$ cat src/design/mhpq_pkg.sv
// Shared types and constants for the max-heap priority queue / heapsort core.
// Holds field widths, the datapath micro-op codes and the status bundle.
// No dependencies.
package mhpq_pkg;

	localparam int KEY_W        = 32;
	localparam int COUNT_W      = 6;
	localparam int DEF_CAPACITY = 32;

	// Stream packing: input tdata = key; output tdata = value, count, dropped, pad
	localparam int IN_DATA_W  = KEY_W;
	localparam int OUT_DATA_W = 40;
	localparam int OUT_PAD_W  = OUT_DATA_W - KEY_W - COUNT_W - 1;

	// Datapath micro-ops, one per cycle from the controller
	typedef enum logic [4:0] {
		OP_IDLE,
		OP_INS_START,  // latch key, hole at end of heap, bump count
		OP_DROP,       // full heap: flag the insert as dropped
		OP_EMPTY,      // sort of an empty heap
		OP_UP_READ,    // read parent of hole
		OP_UP_MOVE,    // parent moves down into hole
		OP_PUT,        // moving key lands at hole
		OP_SORT_START, // heap size = count
		OP_RND_RDLAST, // read last heap entry
		OP_RND_RDROOT, // latch last entry as moving key, read root
		OP_RND_MOVE,   // root goes to the end, heap shrinks
		OP_DN_RDL,     // read left child
		OP_DN_RDR,     // latch left child, read right child
		OP_DN_TAKE_LD, // only child (fresh read data) moves up
		OP_DN_TAKE_L,  // latched left child moves up
		OP_DN_TAKE_R,  // right child moves up
		OP_DRN_START,  // drain index = 0
		OP_DRN_READ,   // read entry at drain index
		OP_RES_INS,    // load insert / empty-sort result
		OP_RES_DRN     // load one drained key
	} dp_op_e;

	// Datapath status seen by the controller
	typedef struct packed {
		logic full;
		logic empty;
		logic pos_zero;
		logic size_zero;
		logic l_in;     // left child inside the heap
		logic r_in;     // right child inside the heap
		logic up_gt;    // moving key > read data
		logic rd_gt;    // read data > moving key
		logic lv_gt;    // latched left > moving key
		logic lr_gt;    // latched left > read data
		logic drn_last; // drain index is the final entry
	} dp_stat_t;

endpackage

$ cat src/design/max_heap_priority_queue_sort_core.sv
// Max-heap priority queue with heapsort drain.
// Top level: joins mhpq_ctrl and mhpq_datapath. Depends on mhpq_pkg.
//
// Input channel s_*: one item per handshake; s_tuser is the mode
// (0 = insert s_tdata as a signed key, 1 = sort and drain).
// Output channel m_*: an insert gives one item with the new count (dropped
// set and count unchanged when the heap is full). A sort gives every held
// key in ascending order, m_tuser set, m_tlast on the final one, and leaves
// the heap empty; sorting an empty heap gives one item with m_tuser low.
// Insert: the key climbs up to log2 of CAPACITY levels, each level one parent
// read and one write through the single read port of the store. A sort runs
// one round per held key: read the last entry and the root, move the root to
// the end, then sift the last entry down, reading the left and, if present,
// the right child at each level; the drain then reads and sends each key in
// turn, all via the one-read-port store. s_tready is high only when idle, and a
// new item is taken while the last result still waits in the output register.
// When the receiver stalls, the result holds in the output register and the
// controller waits before loading the next one. Reset empties the heap;
// store contents are not cleared (entries are read only after being written).
module max_heap_priority_queue_sort_core #(
	parameter int CAPACITY = mhpq_pkg::DEF_CAPACITY
) (
	input  logic                             clk,
	input  logic                             arst_n,
	input  logic                             s_tvalid,
	output logic                             s_tready,
	input  logic [mhpq_pkg::IN_DATA_W-1:0]   s_tdata,  // [31:0] key
	input  logic                             s_tuser,  // [0] mode
	output logic                             m_tvalid,
	input  logic                             m_tready,
	output logic [mhpq_pkg::OUT_DATA_W-1:0]  m_tdata,  // [31:0] value, [37:32] count,
	                                                   // [38] dropped, [39] zero
	output logic                             m_tuser,  // [0] value_valid
	output logic                             m_tlast
);
	import mhpq_pkg::*;

	dp_op_e                  op;
	dp_stat_t                stat;
	logic signed [KEY_W-1:0] out_value;
	logic [COUNT_W-1:0]      out_count;
	logic                    out_dropped;

	mhpq_ctrl u_ctrl (
		.clk     (clk),
		.arst_n  (arst_n),
		.s_tvalid(s_tvalid),
		.s_mode  (s_tuser),
		.s_tready(s_tready),
		.m_tready(m_tready),
		.m_tvalid(m_tvalid),
		.stat    (stat),
		.op      (op)
	);

	mhpq_datapath #(
		.CAPACITY(CAPACITY)
	) u_dp (
		.clk        (clk),
		.arst_n     (arst_n),
		.op         (op),
		.key        (s_tdata),
		.stat       (stat),
		.out_value  (out_value),
		.out_vflag  (m_tuser),
		.out_last   (m_tlast),
		.out_count  (out_count),
		.out_dropped(out_dropped)
	);

	// output packing
	assign m_tdata = {{OUT_PAD_W{1'b0}}, out_dropped, out_count, out_value};

endmodule

$ cat src/design/mhpq_ram.sv
// Generic single-write, single-read RAM with registered read data.
// Used for the heap store. No dependencies.
module mhpq_ram #(
	parameter int WIDTH = 32,
	parameter int DEPTH = 32
) (
	input  logic                     clk,
	input  logic                     we,
	input  logic [$clog2(DEPTH)-1:0] waddr,
	input  logic [WIDTH-1:0]         wdata,
	input  logic                     re,
	input  logic [$clog2(DEPTH)-1:0] raddr,
	output logic [WIDTH-1:0]         rdata
);

	logic [WIDTH-1:0] mem_q [DEPTH];

	// write port
	always_ff @(posedge clk) begin
		if (we) begin
			mem_q[waddr] <= wdata;
		end
	end

	// registered read, holds when idle
	always_ff @(posedge clk) begin
		if (re) begin
			rdata <= mem_q[raddr];
		end
	end

endmodule

$ cat src/design/mhpq_datapath.sv
// Heap datapath: heap store RAM, count/size/index registers, key registers,
// comparators and the output register. Driven by micro-ops from mhpq_ctrl.
// Depends on mhpq_pkg and mhpq_ram.
module mhpq_datapath #(
	parameter int CAPACITY = mhpq_pkg::DEF_CAPACITY
) (
	input  logic                              clk,
	input  logic                              arst_n,
	input  mhpq_pkg::dp_op_e                  op,
	input  logic signed [mhpq_pkg::KEY_W-1:0] key,
	output mhpq_pkg::dp_stat_t                stat,
	output logic signed [mhpq_pkg::KEY_W-1:0] out_value,
	output logic                              out_vflag,
	output logic                              out_last,
	output logic [mhpq_pkg::COUNT_W-1:0]      out_count,
	output logic                              out_dropped
);
	import mhpq_pkg::*;

	localparam int AW = $clog2(CAPACITY);
	localparam int CW = $clog2(CAPACITY + 1);
	localparam int IW = AW + 2;

	logic [CW-1:0]           cnt_q, size_q;
	logic [AW-1:0]           pos_q;
	logic signed [KEY_W-1:0] mkey_q, lval_q;
	logic                    drop_q;

	logic                    rd_en, wr_en;
	logic [AW-1:0]           rd_addr, wr_addr;
	logic [KEY_W-1:0]        wr_data, rdata_raw;
	logic signed [KEY_W-1:0] rdata;

	logic [AW-1:0] parent, last_idx;
	logic [IW-1:0] l_idx, r_idx;

	assign rdata = rdata_raw;

	// heap index arithmetic
	assign parent   = AW'((pos_q - AW'(1)) >> 1);
	assign last_idx = AW'(size_q - CW'(1));
	assign l_idx    = (IW'(pos_q) << 1) | IW'(1);
	assign r_idx    = l_idx + IW'(1);

	// status back to the controller
	always_comb begin
		stat.full      = (cnt_q == CW'(CAPACITY));
		stat.empty     = (cnt_q == '0);
		stat.pos_zero  = (pos_q == '0);
		stat.size_zero = (size_q == '0);
		stat.l_in      = (l_idx < IW'(size_q));
		stat.r_in      = (r_idx < IW'(size_q));
		stat.up_gt     = (mkey_q > rdata);
		stat.rd_gt     = (rdata > mkey_q);
		stat.lv_gt     = (lval_q > mkey_q);
		stat.lr_gt     = (lval_q > rdata);
		stat.drn_last  = ((IW'(pos_q) + IW'(1)) == IW'(cnt_q));
	end

	// RAM port steering
	always_comb begin
		rd_en   = 1'b0;
		rd_addr = pos_q;
		wr_en   = 1'b0;
		wr_addr = pos_q;
		wr_data = mkey_q;
		case (op)
			OP_UP_READ: begin
				rd_en   = 1'b1;
				rd_addr = parent;
			end
			OP_UP_MOVE, OP_DN_TAKE_LD, OP_DN_TAKE_R: begin
				wr_en   = 1'b1;
				wr_data = rdata;
			end
			OP_PUT: begin
				wr_en = 1'b1;
			end
			OP_RND_RDLAST: begin
				rd_en   = 1'b1;
				rd_addr = last_idx;
			end
			OP_RND_RDROOT: begin
				rd_en   = 1'b1;
				rd_addr = '0;
			end
			OP_RND_MOVE: begin
				wr_en   = 1'b1;
				wr_addr = last_idx;
				wr_data = rdata;
			end
			OP_DN_RDL: begin
				rd_en   = 1'b1;
				rd_addr = l_idx[AW-1:0];
			end
			OP_DN_RDR: begin
				rd_en   = 1'b1;
				rd_addr = r_idx[AW-1:0];
			end
			OP_DN_TAKE_L: begin
				wr_en   = 1'b1;
				wr_data = lval_q;
			end
			OP_DRN_READ: begin
				rd_en = 1'b1;
			end
			default: begin
			end
		endcase
	end

	mhpq_ram #(
		.WIDTH(KEY_W),
		.DEPTH(CAPACITY)
	) u_store (
		.clk  (clk),
		.we   (wr_en),
		.waddr(wr_addr),
		.wdata(wr_data),
		.re   (rd_en),
		.raddr(rd_addr),
		.rdata(rdata_raw)
	);

	// control registers: count, heap size, hole index
	always_ff @(posedge clk or negedge arst_n) begin
		if (!arst_n) begin
			cnt_q  <= '0;
			size_q <= '0;
			pos_q  <= '0;
		end else begin
			case (op)
				OP_INS_START: begin
					pos_q <= AW'(cnt_q);
					cnt_q <= cnt_q + CW'(1);
				end
				OP_SORT_START: size_q <= cnt_q;
				OP_UP_MOVE:    pos_q  <= parent;
				OP_RND_MOVE: begin
					size_q <= size_q - CW'(1);
					pos_q  <= '0;
				end
				OP_DN_TAKE_LD, OP_DN_TAKE_L: pos_q <= l_idx[AW-1:0];
				OP_DN_TAKE_R:  pos_q <= r_idx[AW-1:0];
				OP_DRN_START:  pos_q <= '0;
				OP_RES_DRN: begin
					pos_q <= pos_q + AW'(1);
					if (stat.drn_last) begin
						cnt_q <= '0;
					end
				end
				default: begin
				end
			endcase
		end
	end

	// payload registers
	always_ff @(posedge clk) begin
		case (op)
			OP_INS_START: begin
				mkey_q <= key;
				drop_q <= 1'b0;
			end
			OP_DROP:       drop_q <= 1'b1;
			OP_EMPTY:      drop_q <= 1'b0;
			OP_RND_RDROOT: mkey_q <= rdata;
			OP_DN_RDR:     lval_q <= rdata;
			OP_RES_INS: begin
				out_value   <= '0;
				out_vflag   <= 1'b0;
				out_last    <= 1'b1;
				out_count   <= COUNT_W'(cnt_q);
				out_dropped <= drop_q;
			end
			OP_RES_DRN: begin
				out_value   <= rdata;
				out_vflag   <= 1'b1;
				out_last    <= stat.drn_last;
				out_count   <= '0;
				out_dropped <= 1'b0;
			end
			default: begin
			end
		endcase
	end

	// count never exceeds capacity, heap never larger than the count
	a_cnt_max: assert property (@(posedge clk) disable iff (!arst_n)
		cnt_q <= CW'(CAPACITY))
		else $error("entry count above capacity");
	a_size_cnt: assert property (@(posedge clk) disable iff (!arst_n)
		size_q <= cnt_q)
		else $error("heap size above entry count");

endmodule

$ cat src/design/mhpq_ctrl.sv
// Controller FSM for the heap core: sequences insert sift-up, heapsort
// rounds with sift-down, and the ascending drain. Issues one micro-op a cycle.
// Depends on mhpq_pkg.
module mhpq_ctrl (
	input  logic               clk,
	input  logic               arst_n,
	input  logic               s_tvalid,
	input  logic               s_mode,
	output logic               s_tready,
	input  logic               m_tready,
	output logic               m_tvalid,
	input  mhpq_pkg::dp_stat_t stat,
	output mhpq_pkg::dp_op_e   op
);
	import mhpq_pkg::*;

	typedef enum logic [3:0] {
		ST_IDLE,
		ST_UP_CHK,
		ST_UP_CMP,
		ST_RES,
		ST_RND,
		ST_RND_R1,
		ST_RND_R2,
		ST_DN_CHK,
		ST_DN_L,
		ST_DN_R,
		ST_DRN_RD,
		ST_DRN_OUT
	} state_t;

	state_t state_q, state_d;
	logic   rdy_q, vld_q;
	logic   out_free;

	assign s_tready = rdy_q;
	assign m_tvalid = vld_q;
	assign out_free = !vld_q || m_tready;

	// next state and micro-op
	always_comb begin
		state_d = state_q;
		op      = OP_IDLE;
		case (state_q)
			ST_IDLE: begin
				if (s_tvalid && rdy_q) begin
					if (!s_mode) begin
						if (stat.full) begin
							op      = OP_DROP;
							state_d = ST_RES;
						end else begin
							op      = OP_INS_START;
							state_d = ST_UP_CHK;
						end
					end else if (stat.empty) begin
						op      = OP_EMPTY;
						state_d = ST_RES;
					end else begin
						op      = OP_SORT_START;
						state_d = ST_RND;
					end
				end
			end
			// sift-up
			ST_UP_CHK: begin
				if (stat.pos_zero) begin
					op      = OP_PUT;
					state_d = ST_RES;
				end else begin
					op      = OP_UP_READ;
					state_d = ST_UP_CMP;
				end
			end
			ST_UP_CMP: begin
				if (stat.up_gt) begin
					op      = OP_UP_MOVE;
					state_d = ST_UP_CHK;
				end else begin
					op      = OP_PUT;
					state_d = ST_RES;
				end
			end
			ST_RES: begin
				if (out_free) begin
					op      = OP_RES_INS;
					state_d = ST_IDLE;
				end
			end
			// heapsort round: root to the end, last entry sifts down
			ST_RND: begin
				if (stat.size_zero) begin
					op      = OP_DRN_START;
					state_d = ST_DRN_RD;
				end else begin
					op      = OP_RND_RDLAST;
					state_d = ST_RND_R1;
				end
			end
			ST_RND_R1: begin
				op      = OP_RND_RDROOT;
				state_d = ST_RND_R2;
			end
			ST_RND_R2: begin
				op      = OP_RND_MOVE;
				state_d = ST_DN_CHK;
			end
			// sift-down
			ST_DN_CHK: begin
				if (stat.l_in) begin
					op      = OP_DN_RDL;
					state_d = ST_DN_L;
				end else begin
					op      = OP_PUT;
					state_d = ST_RND;
				end
			end
			ST_DN_L: begin
				if (stat.r_in) begin
					op      = OP_DN_RDR;
					state_d = ST_DN_R;
				end else if (stat.rd_gt) begin
					op      = OP_DN_TAKE_LD;
					state_d = ST_DN_CHK;
				end else begin
					op      = OP_PUT;
					state_d = ST_RND;
				end
			end
			ST_DN_R: begin
				// right child wins ties
				if (!stat.lv_gt && !stat.rd_gt) begin
					op      = OP_PUT;
					state_d = ST_RND;
				end else if (stat.lr_gt) begin
					op      = OP_DN_TAKE_L;
					state_d = ST_DN_CHK;
				end else begin
					op      = OP_DN_TAKE_R;
					state_d = ST_DN_CHK;
				end
			end
			// drain in ascending order
			ST_DRN_RD: begin
				op      = OP_DRN_READ;
				state_d = ST_DRN_OUT;
			end
			ST_DRN_OUT: begin
				if (out_free) begin
					op      = OP_RES_DRN;
					state_d = stat.drn_last ? ST_IDLE : ST_DRN_RD;
				end
			end
			default: begin
				state_d = ST_IDLE;
			end
		endcase
	end

	// state and registered handshake outputs
	always_ff @(posedge clk or negedge arst_n) begin
		if (!arst_n) begin
			state_q <= ST_IDLE;
			rdy_q   <= 1'b0;
			vld_q   <= 1'b0;
		end else begin
			state_q <= state_d;
			rdy_q   <= (state_d == ST_IDLE);
			if (op == OP_RES_INS || op == OP_RES_DRN) begin
				vld_q <= 1'b1;
			end else if (m_tready) begin
				vld_q <= 1'b0;
			end
		end
	end

	a_acc_idle: assert property (@(posedge clk) disable iff (!arst_n)
		(s_tvalid && s_tready) |-> (state_q == ST_IDLE))
		else $error("item accepted outside idle");
	a_load_free: assert property (@(posedge clk) disable iff (!arst_n)
		(op == OP_RES_INS || op == OP_RES_DRN) |-> (!vld_q || m_tready))
		else $error("output register overwritten while held");
	a_dnr_range: assert property (@(posedge clk) disable iff (!arst_n)
		(state_q == ST_DN_R) |-> stat.r_in)
		else $error("right child compare outside heap");

endmodule

$ cat config.mk
export PLATFORM = sky130hd
export DESIGN_NAME = max_heap_priority_queue_sort_core
export DESIGN_NICKNAME = d
export VERILOG_FILES = /design/src/design/mhpq_pkg.sv /design/src/design/max_heap_priority_queue_sort_core.sv /design/src/design/mhpq_ram.sv /design/src/design/mhpq_datapath.sv /design/src/design/mhpq_ctrl.sv
export SDC_FILE = /design/constraint.sdc
export NUM_CORES = 2
export LEC_CHECK = 0
export BUFFER_PORTS_ARGS = -buffer_cell sky130_fd_sc_hd__buf_4
export CAP_MARGIN = 20
export CORE_MARGIN = 2
export CORE_UTILIZATION = 35
export DETAILED_ROUTE_END_ITERATION = 8
export GPL_ROUTABILITY_DRIVEN = 0
export GPL_TIMING_DRIVEN = 0
export PLACE_DENSITY = 0.61
export RECOVER_POWER = 25
export SYNTH_ARGS = -nofsm -noshare
export SYNTH_HDL_FRONTEND = slang
export SYNTH_SLANG_ARGS = --single-unit
$ cat constraint.sdc
create_clock -name clk -period 5.4 [get_ports clk]
set_clock_uncertainty 0.15 [all_clocks]
set_input_delay 0.81 -clock clk [delete_from_list [all_inputs] [get_ports clk]]
set_output_delay 0.81 -clock clk [all_outputs]
set_load 0.03 [all_outputs]
* Yosys cells after proc, flatten, opt, wreduce, memory -nomap -nowiden
Memory sizes are Yosys's and may differ from the RTL's. A register that Yosys moved wholly into a read port is not among the register bits.
Cells that the tools add are included.
** Word-level totals
- Register bits after elaboration :: 129
- Memory bits (writable) :: 1024
- Memories :: 1
** Cells by class
- Add/subtract/negate cells :: 6
- $lt $le $gt $ge :: 6
- Equal/unequal tests :: 33
- Multiplexer cells :: 50
- Reduce and logical (&&, ||, !) cells :: 26
** Memory list
- u_dp.u_store.mem_q :: depth 32, bits a word 32, rd ports 1, clocked after memory_dff 1, write ports 1, line mhpq_ram.sv:16 : logic [WIDTH-1:0] mem_q [DEPTH];
** Operators by type and width (count)
- $pmux 32 s2 :: 3
- $gt 32x32->1 :: 4
- $pmux 5 s12 :: 1
- $pmux 4 s12 :: 1
- $eq 5x4->1 const B :: 8
- $mux 4 :: 10
- $mux 5 :: 8
- $pmux 6 s2 :: 3
- $pmux 5 s6 :: 1
- $pmux 5 s5 :: 1
- $eq 5x3->1 const B :: 4
- $eq 5x5->1 const B :: 4
- $eq 4x3->1 const B :: 4
- $eq 4x4->1 const B :: 4
- $mux 2 :: 7
- $logic_not 6->1 :: 2
- $reduce_bool 2->1 :: 6
- $reduce_or 6->1 :: 2
- $eq 5x2->1 const B :: 2
- $eq 4x2->1 const B :: 2
- $logic_not 4->1 :: 2
- $mux 1 :: 8
- $pmux 1 s2 :: 4
- $add 6x1->7 const B :: 1
- other kinds (22) :: 29

* Logic depth before layout (Yosys ltp)
- Depth in word-level cells :: 10
- Gate-level depth with buffers :: 21
- Mapped depth without buffers :: 16

* Cells and area by module
A second synthesis with hierarchy kept.
** Second synthesis, totals
- Cells, all modules :: 3261
- Area, all modules :: 50015.5 sq um
** By module, submodules not included
- mhpq_ram :: times used 1, cells an instance 2260, area each 40812.9 sq um
- mhpq_datapath :: times used 1, cells an instance 913, area each 8495.6 sq um
- mhpq_ctrl :: times used 1, cells an instance 85, area each 688.2 sq um
- max_heap_priority_queue_sort_core :: times used 1, cells an instance 3, area each 18.8 sq um

* Least setup slack after synthesis
OpenSTA, ideal clock, no wires.
- Path kind :: flip-flop to flip-flop
- From :: reg u_dp.pos_q[0]
- To :: mem u_dp.u_store.mem_q[0][0], enable pin
- Setup time :: 0.421 ns
- Arrival :: 4.401 ns
- Setup slack :: 0.428 ns
- Cell stages (with the launch flop) :: 17
- Path buffers :: 1
- Period minus slack after synthesis :: 4.972 ns
- Cells stage by stage :: dfrtp_1 > clkbuf_1 > inv_1 > ha_1 > ha_1 > a21o_1 > a21oi_1 > a21boi_0 > o31a_1 > and4_4 > nor2_1 > nand2_1 > nor2_1 > a21oi_1 > nor2b_1 > nand2_1 > nor2_1
** On the way
- Cells in the longest elaborated chain, start to end :: 9
- Elaborated cells on any way between the ends :: 19
** Ends and longest elaborated chain
- from (decl) :: line mhpq_datapath.sv:25 : logic [AW-1:0] pos_q;
- from (signal assigned) :: line mhpq_datapath.sv:134 : pos_q <= AW'(cnt_q);
- from (signal assigned) :: line mhpq_datapath.sv:138 : OP_UP_MOVE: pos_q <= parent;
- from (signal assigned) :: line mhpq_datapath.sv:143 : OP_DN_TAKE_LD, OP_DN_TAKE_L: pos_q <= l_idx[AW-1:0];
- $add 6x1->7 :: line mhpq_datapath.sv:43 : assign r_idx = l_idx + IW'(1);
- $lt 7x6->1 :: line mhpq_datapath.sv:52 : stat.r_in = (r_idx < IW'(size_q));
- $mux 5 :: line mhpq_ctrl.sv:118 : if (stat.r_in) begin
- $pmux 5 s12 :: line mhpq_ctrl.sv:44 : case (state_q)
- $eq 5x3->1 / $eq 5x4->1 (equally long branches) :: line mhpq_datapath.sv:67 : case (op)
- $reduce_or 6->1 (no line)
- $mux 1 :: line mhpq_datapath.sv:67
- $mux 1 :: line mhpq_ram.sv:20 : if (we) begin
- $mux 1 (implied by the code) :: line mhpq_ram.sv:21 : mem_q[waddr] <= wdata;
- to (decl) :: line mhpq_ram.sv:16
Parallel ways exist; a longest one is shown, timed or not.

* Worst setup path after layout
- From :: reg u_dp.mkey_q[11]
- To :: reg u_dp.u_store.rdata[28], read port of u_dp.u_store.mem_q, data pin
** On the way
- Cells in the longest elaborated chain, start to end :: 8
- Elaborated cells on any way between the ends :: 20
** Ends and longest elaborated chain
- from (decl) :: line mhpq_datapath.sv:26 : logic signed [KEY_W-1:0] mkey_q, lval_q;
- from (signal assigned) :: line mhpq_datapath.sv:162 : mkey_q <= key;
- from (signal assigned) :: line mhpq_datapath.sv:167 : OP_RND_RDROOT: mkey_q <= rdata;
- $gt 32x32->1, on equally long branches :: line mhpq_datapath.sv:55, mhpq_datapath.sv:54
- $logic_not 1->1 :: line mhpq_ctrl.sv:131 : if (!stat.lv_gt && !stat.rd_gt) begin
- $logic_and 1x1->1 :: line mhpq_ctrl.sv:131
- $mux 5 :: line mhpq_ctrl.sv:131
- $pmux 5 s12 * :: line mhpq_ctrl.sv:44
- $eq 5x5->1 (tied with other cells) :: line mhpq_datapath.sv:67
- $reduce_or 6->1 (no line)
- $mux 1 :: line mhpq_datapath.sv:67
- to (decl) :: line mhpq_ram.sv:13 : output logic [WIDTH-1:0] rdata
Every way passes the cells marked *; elsewhere a longest branch is shown, timed or not.
A chain may end at the register's enable or synchronous reset.

==> results.md <==
* Status: complete, but fails checks
* Failing checks: max-capacitance violations, max-slew violations, negative setup slack
* Critical Path End Type: flop
* Max Root-Sink Buffers at 3
* Crit-path cells: inv_1 -> ha_1 -> nand4_1 -> nor2_1 -> a221oi_2 -> a31oi_2 -> or4b_4 -> o211a_4 -> o21a_1 -> a22o_1 -> buf_8 -> a221o_4 -> nor4bb_4 -> buf_6 -> buf_8 -> a32oi_4 -> nand3_4 -> nor4_4
* Post-synthesis compound-gate area fraction at 4.64%
* Commonest non-fill, non-tap cell in the layout: edfxtp_1
* Worst r2r path cells at 18
* Post-synth EDFFs at 1162
* CP most frequent cell: buf_8
* Antenna viol nets, final at 0
* Mapped Area at between 40000 and 50000 um2
* Chip Width at 381 um
* Fin worst setup slack at -12.2 ps
* Main combinational cell family by area after synthesis: simple AND/OR/NAND/NOR gates
* Worst EP required at approximately 5700 ps
* Final setup violation count at 1
* Final Hold Fails at 0
* Drc violations at 0
* First-pass GRT wire length at 203 mm
* HP Class: input port to flop
* Layout area overhead at 22.4%
* Max-cap violations at 1
* Detailed Route Iter0 Violations at 3927
* Clk sink count at 1185
* Dominant synthesized flop cell: edfxtp_1
* DIE AREA at 145000 um2
* Initial Util at between 30% and 40%
* WS Path Type: flop to flop
* Placed insts at 5842
* Post-synthesis mux area share at 1.47%
* #FFs+latches synth at between 1000 and 1500
* Synth Area in XOR/XNOR at less than 1%
* Fillers at ~13000
* Vias per cell at 5.31
* Vias in the first global route at 30764
* CP peak stage delay at 550 ps
* CP Max Fanout at 10
* Adder-Cell Fraction of Synth Area at 2.80%
* Antenna violations before repair at 6
* Routed wire length at 140 mm
* GRT Util Overall at a little under a fifth
* Grt total ovfl at 0
* Layout cells sized above 1 at 19.5%
* Clock transition at path regs at ~60 ps
* Commonest cells after routing, fill and taps aside: 1162 x edfxtp_1, 885 x nand2_1, 351 x nand3_1, 273 x nor2_1, 127 x buf_4
* Top Metal Used: met4
* Root buffer cell: clkbuf_16
* Inserted Clock Buffers at 111
* RSZ-0062 raised after global routing: yes
* Skew-Pair Late Insertion Delay at about 730 ps
* Async S/R FF share, synth at slightly below 2%
* M1 WL at 61.4 mm
* Slew Limit Fails at 35
* Post-layout min period at 5410 ps
* Core area at 141000 um2
* TritonCTS clock tree: yes
* Relative slew margins at -25.8%
* Crit path launch type: flop
* Syn Inst Count at around 3800
* Nets at 4296
* Synth Area in Simple Gates at between 10% and 20%
* Hold path depth at 2
* YS warnings at 0
* Arr. time, crit path at around 5700 ps
* Post-synthesis sequential area ratio at 71.4%
* Wire per inst at 22.8 um
* Fin cells at 6128
* Synth Net Count at a little under 4000
* DP HPWL at 98.2 mm
* Fmax at 185 MHz
* Slowest-stage cell, CP: nor4_4
* Largest net degree at the start of global routing at 36
* IO Port Bufs at 79
* Sum of negative setup slack at -12.2 ps
* # IOs at between 80 and 90
* Met3 WL at 11.5 mm
* Via count at 32516
* FF-to-FF setup slack at -10 ps
* Row cnt at 138
* Die Ht at 381 um
* Pre-Repair DR Iteration Count at 6
* H-Tree Depth at 3
* Avg Inst Size Synth at 13.0 um2
* Final Cycle Share at 100%
* Met2 WL at approximately 64 mm
* Synth unique cells at just under 80
* Least-Margin Pin Slew at 1890 ps
-- synthesized netlist by cell type, types with 32 or more instances --
cell type  count  area (um2)
edfxtp_1    1162       34900
nand2_1      888        3330
nand3_1      406        2030
nor2_1       306        1150
clkbuf_1     115         432
ha_1         111        1390
inv_1         84         315
o2111ai_1     67         587
nand4_1       64         400
buf_2         63         315
a21oi_1       54         270
nor3_1        43         215
a221o_1       37         370
mux2i_1       36         360
a32oi_1       33         289
mux2_2        33         372
nand3b_1      32         240
-- state kept, by name (all words and copies together), names as in the netlist, 4 cells and up --
| signal | flops |
|---|---|
| u_dp.u_store.rdata | 32 |
| u_dp.cnt_q | 6 |
| u_dp.lval_q | 32 |
| u_ctrl.state_q | 4 |
| u_dp.u_store.mem_q | 1024 |
| u_dp.size_q | 6 |
| u_dp.out_count | 6 |
| u_dp.pos_q | 5 |
| u_dp.out_value | 32 |
| u_dp.mkey_q | 32 |
-- metrics by stage --
step | utilization [%] | setup WS, ps | hold slack (ps) | cell area, um2
after detailed placement | 38.3 | -1740 | 344 | 54100
after CTS | 41.9 | -18.2 | 228 | 59100
after global placement | 37.2 | -1960 | 339 | 52600
final | 43.0 | -12.2 | 270 | 60700
after global routing | 43.0 | -71.7 | 232 | 60700
after floorplan | - | 428 | 319 | 49600
-- critical path, delay by kind of cell (launching register included) --
kind	cells	cell delay [ps]
AO/OA/AOI/OAI	7	1990
adder cells (fa/ha/maj)	1	260
buffers and inverters	4	580
flip-flops	1	480
AND/OR/NAND/NOR	6	1650
-- per-layer routing --
layer	GRT usage (%)	vias up
met5	0	-
met4	4.53	0
met3	2.78	207
met2	29.0	1396
met1	27.7	16167
li1	-	14746
-- path summary, 6_finish.rpt --
kind,to,start
worst max register to register,u_dp.u_store.rdata[28]$_DFFE_PP_,u_dp.mkey_q[11]$_DFFE_PP_
worst min-delay path,u_dp.mkey_q[1]$_DFFE_PP_,s_tdata[1]
min in group asynchronous,u_dp.cnt_q[0]$_DFFE_PN0P_,arst_n
max in group asynchronous,u_ctrl.m_tvalid$_DFFE_PN0P_,arst_n
worst max-delay path,u_dp.u_store.rdata[28]$_DFFE_PP_,u_dp.mkey_q[11]$_DFFE_PP_
worst min register to register,u_dp.lval_q[16]$_DFFE_PN_,u_dp.u_store.rdata[16]$_DFFE_PP_
-- cell type report --
class,instances,area (um2),area share [%]
diodes,1,2.50,0.00412
plain buffers,201,1440,2.37
clock buffers,133,2880,4.74
clock inverters,69,539,0.888
inverters,86,328,0.540
multi-input cells,2342,15300,25.2
flip-flops and latches,1185,35500,58.4
well taps,1890,2360,3.89
repair buffers,221,2420,3.99
-- kinds of logic (layout without fill, tap and decap cells) --
logic type      after synthesis  after routing
compound gates              298            298
simple gates               1843           1843
flops                      1185           1185
mux                          69             69
fa+ha+maj                   111            111
buf+inv                     289            710
xor+xnor                     20             20
other cells                   1              2
-- what timing repair did --
action | in CTS | in global routing
setup endpoints to repair | 1645 | 856
setup buffers | 34 | 50
endpoints found under the hold margin | 23 | 0
resized for setup | 317 | 309
hold buffers | 1 | 0
pin swaps | 59 | 84
cloned | 0 | 0
Power is not shown: default switching activity piles up to over one toggle a cycle in this logic, so the estimate is an artifact.
